$ cat src/hw/rtl/hta_pkg.sv
package hta_pkg;
  localparam int SIDE_BITS_DEF = 16;
  localparam int FRAC_BITS_DEF = 8;
  localparam int AREA_W        = 24;
  localparam int HEIGHT_W      = 16;

  localparam logic [1:0] KIND_EQUI    = 2'd0;
  localparam logic [1:0] KIND_ISO     = 2'd1;
  localparam logic [1:0] KIND_SCALENE = 2'd2;
endpackage

$ cat src/hw/rtl/hta_div.sv
// Pipelined restoring divider: one quotient bit per stage.
module hta_div import hta_pkg::*; #(
  parameter int NUM_W = 42,
  parameter int DEN_W = 16,
  parameter int TAG_W = 8
) (
  input  logic             clk,
  input  logic             rst_n,
  input  logic             adv,
  input  logic             in_vld,
  input  logic [NUM_W-1:0] in_num,
  input  logic [DEN_W-1:0] in_den,
  input  logic [TAG_W-1:0] in_tag,
  output logic             out_vld,
  output logic [NUM_W-1:0] out_quo,
  output logic [TAG_W-1:0] out_tag
);
  localparam int RW = DEN_W + 1;

  logic [NUM_W-1:0] num_r [NUM_W+1];
  logic [RW-1:0]    rem_r [NUM_W+1];
  logic [DEN_W-1:0] den_r [NUM_W+1];
  logic [TAG_W-1:0] tag_r [NUM_W+1];
  logic             vld_r [NUM_W+1];

  always_comb begin
    num_r[0] = in_num;
    rem_r[0] = '0;
    den_r[0] = in_den;
    tag_r[0] = in_tag;
    vld_r[0] = in_vld;
  end

  for (genvar i = 0; i < NUM_W; i++) begin : g_st
    logic [RW-1:0] trial;
    logic          ge;
    assign trial = {rem_r[i][RW-2:0], num_r[i][NUM_W-1]};
    assign ge    = trial >= {1'b0, den_r[i]};
    always_ff @(posedge clk) begin
      if (!rst_n) begin
        vld_r[i+1] <= 1'b0;
      end else if (adv) begin
        vld_r[i+1] <= vld_r[i];
      end
    end
    always_ff @(posedge clk) begin
      if (adv) begin
        rem_r[i+1] <= ge ? trial - {1'b0, den_r[i]} : trial;
        num_r[i+1] <= {num_r[i][NUM_W-2:0], ge};
        den_r[i+1] <= den_r[i];
        tag_r[i+1] <= tag_r[i];
      end
    end
  end

  assign out_vld = vld_r[NUM_W];
  assign out_quo = num_r[NUM_W];
  assign out_tag = tag_r[NUM_W];
endmodule

$ cat config.mk
export PLATFORM = sky130hd
export DESIGN_NAME = hta_div
export DESIGN_NICKNAME = d
export VERILOG_FILES = /design/src/hw/rtl/hta_pkg.sv /design/src/hw/rtl/hta_div.sv
export SDC_FILE = /design/constraint.sdc
export NUM_CORES = 2
export LEC_CHECK = 0
export ABC_CLOCK_PERIOD_IN_PS = 3300
export BUFFER_PORTS_ARGS = -buffer_cell sky130_fd_sc_hd__buf_2
export CAP_MARGIN = 40
export CORE_AREA = 2 2 407 712
export DETAILED_ROUTE_END_ITERATION = 8
export DIE_AREA = 0 0 409 714
export GPL_ROUTABILITY_DRIVEN = 0
export PLACE_DENSITY = 0.67
export SETUP_SLACK_MARGIN = 0.2
export SLEW_MARGIN = 10
export SYNTH_ARGS = -nofsm -noshare
export SYNTH_HDL_FRONTEND = slang
export SYNTH_SLANG_ARGS = --single-unit
export TNS_END_PERCENT = 10
$ cat constraint.sdc
create_clock -name clk -period 3.3 [get_ports clk]
set_clock_uncertainty 0.1 [all_clocks]
set_input_delay 0.33 -clock clk [delete_from_list [all_inputs] [get_ports clk]]
set_output_delay 0.33 -clock clk [all_outputs]
set_load 0.02 [all_outputs]
==> metrics.md <==
| Metric | Value |
|---|---|
| Status | `finished clean` |
| #FFs+latches synth | `3454` |
| Met2 WL | `about 150000 um` |
| Core area | `286000 sq um` |
| Yosys Warn Count | `0` |
| Critical path arrival | `3.75 ns` |
| Overall Power | `150 mW` |
| Final setup fails | `0` |
| Synth top area cells | `edfxtp_1, ha_1, mux2_2` |
| Drt first-iter violations | `between 4k and 5k` |
| # IOs | `121` |
| Commonest cells in the netlist | `edfxtp_1, inv_1, ha_1` |
| Total track usage | `~18%` |
| Clock buffer depth | `4` |
| Largest net degree at the start of global routing | `around 130` |
| Leak | `between 60 and 70 nW` |
| Share of the synthesized area in the top cell type | `between 70% and 80%` |
| Async SR Flop Fraction | `0%` |
| Die H | `714 um` |
| # port buffers | `120` |
| TritonCTS clock tree | `yes` |
| Layout fillers | `between 20k and 25k` |
| Routed wl met3 | `8940 um` |
| Top_reg_cell synth | `edfxtp_1` |
| Worst slew pin tran | `about 0.81 ns` |
| ANT nets after route | `0` |
| R2R Setup Slk | `a little over 0.07 ns` |
| Gr ovfl total | `0` |
| Startpoint types | `flop` |
| Final hold vios | `0` |
| Met1 WL | `about 89000 um` |
| Vias in the first global route | `approximately 79k` |
| Clock Latency Late Sink | `0.90 ns` |
| Layout area overhead | `17.1%` |
| Power per Cell Area | `899 nW/um^2` |
| Die ar. | `about 290000 sq um` |
| Final min period | `3.23 ns` |
| Drt first pass iters | `7` |
| RSZ-0062 raised after global routing | `true` |
| # rows | `260` |
| CP Max Fanout | `27` |
| Maxcap violations | `0` |
| Initial Util | `49.9%` |
| Horiz. Die Dim | `~410 um` |
| Final #Nets | `approximately 11k` |
| Pins over their slew limit | `0` |
| Drt drc | `0` |
| Yosys cell types | `90` |
| Post-synth EDFFs | `~3.4k` |
| CP Class | `reg2reg` |
| DP HPWL | `approximately 180000 um` |
| Yosys top cell by area | `edfxtp_1` |
| Period utilization | `between 90% and 100%` |
| Most frequent cell after synthesis | `edfxtp_1` |
| Slew HR | `45.4%` |
| Via count of the routed design | `between 70k and 80k` |
| Vias per cell | `approximately 5.4` |
| Syn_nets | `9852` |
| F_max | `~310 MHz` |
| Clock slew at reported path FFs | `0.06 ns` |
| DR top layer | `met4` |
| Post-Syn Area | `around 140000 sq um` |
| # clock sinks | `3454` |
| Post-Synthesis Cells | `9084` |
| Worst hold path type | `in2reg` |
| CTS buffer count | `approximately 320` |
| CTS root buf | `clkbuf_16` |
| Wire per inst | `around 19 um` |
| Total Wirelength | `268000 um` |
| Worst EP required | `3.82 ns` |
| H-tree level count | `5` |
| First-pass GRT wire length | `between 400000 and 500000 um` |
| Share of layout cells above drive strength 1 | `19.5%` |
| Synthesized area per cell | `roughly 16 sq um` |
| Initial antenna violation count | `1` |
| Max VDD drop | `0.000706 V` |
| Hold Slack | `0.0926 ns` |
| Sequential share of the synthesized area | `around 72%` |
| CP Capture Type | `flop` |
-- power by group --
part	internal, mW	total, mW	switching [mW]
combinational	25.8	51.8	26.0
sequential	57.8	61.7	3.84
clock	21.0	36.8	15.7
-- cell usage in the layout (no fill, tap or decap), types with 82 or more instances in the layout --
cell | netlist | routed
o21ai_0 | 326 | 267
nand2_1 | 311 | 301
nand2b_1 | 83 | 82
ha_1 | 658 | 584
xnor2_1 | 294 | 294
mux2i_1 | 110 | 105
nand4_1 | 85 | 85
dlygate4sd3_1 | 0 | 110
mux2_4 | 6 | 126
mux2_2 | 378 | 258
a21o_1 | 168 | 167
nor2_1 | 452 | 445
edfxtp_1 | 3412 | 3412
a21oi_1 | 452 | 386
inv_1 | 846 | 817
nor3_1 | 101 | 95
buf_2 | 30 | 119
xor2_1 | 158 | 158
nor2b_1 | 160 | 130
clkbuf_16 | 0 | 329
nand3_1 | 100 | 99
buf_4 | 59 | 474
o21a_1 | 114 | 112
-- stage by stage --
stage | worst slack, ns | utilization (%) | area, sq um | cells | TNS [ns]
5_1_grt | -0.0570 | 58.4 | 167000 | 14109 | -0.179
3_3_place_gp | -0.280 | 52.9 | 151000 | 13273 | -7.86
3_5_place_dp | -0.140 | 52.9 | 151000 | 13275 | -7.83
4_1_cts | 0.0165 | 57.4 | 164000 | 14028 | 0
6_report | 0.0704 | 58.4 | 167000 | 14110 | 0
2_1_floorplan | 0.177 | - | 143000 | 9084 | 0
-- sequential cells by signal, summed over array words and instances (netlist names) --
name and flops:
vld_r 41, g_st.trial 697, out_vld 1, num_r 1681
den_r 656, out_tag 8, tag_r 328, out_quo 42
-- critical path, cell delays in order, from the launching register on --
cell and delay (ns):
edfxtp_1 0.47, ha_4 0.28, nor2b_4 0.12, o31a_1 0.35, o31ai_4 0.28, a21oi_2 0.13, o41ai_2 0.31, buf_4 0.19
a21oi_2 0.05, o32a_1 0.20, buf_12 0.18, mux2_4 0.30
-- layout make-up --
type	instances	area [sq um]	area share, %
timing repair buffer	817	7400	4.43
sequential	3454	103000	61.8
antenna	2	5.00	0.00300
clock inverter	191	2160	1.29
clock buffer	366	8170	4.89
inverter	846	3180	1.90
multi-input combinational	4635	38100	22.8
tap	3799	4750	2.85
-- final timing paths --
check	from	depth (start not counted)	endpoint
worst min-delay path	in_num[1]	2	num_r[1724]$_DFFE_PP_
worst max register to register	g_st[11].trial[1]$_DFFE_PP_	11	g_st[12].trial[16]$_DFFE_PP_
worst max-delay path	g_st[11].trial[1]$_DFFE_PP_	11	g_st[12].trial[16]$_DFFE_PP_
worst min register to register	num_r[435]$_DFFE_PP_	0	num_r[394]$_DFFE_PP_
-- cells by family (layout without fill, tap and decap cells) --
| family | count (synthesis) | after routing | synth area share (%) |
|---|---|---|---|
| XOR/XNOR | 452 | 452 | 2.77 |
| other | 0 | 2 | 0 |
| buffers and inverters | 995 | 2220 | 2.83 |
| flip-flops | 3454 | 3454 | 72.4 |
| adder cells (fa/ha/maj) | 698 | 698 | 6.33 |
| multiplexers | 494 | 494 | 3.82 |
| AO/OA/AOI/OAI | 1502 | 1502 | 6.76 |
| AND/OR/NAND/NOR | 1489 | 1489 | 5.10 |
-- repair_timing --
action                                 4_1_cts  5_1_grt
endpoints found under the hold margin      161        0
setup endpoints to repair                  515      645
resized for setup                          131      547
cloned                                       5        7
buffers inserted                            81       73
hold buffers                               110        0
pin swaps                                   68      243
-- routing by layer --
layer  up-vias  track usage (%)
met1     37191             16.8
met4         0             11.6
met2      1624             34.8
met3       842             2.47
li1      35938                -
met5         -                0
Power figures use the tool's default switching activity.
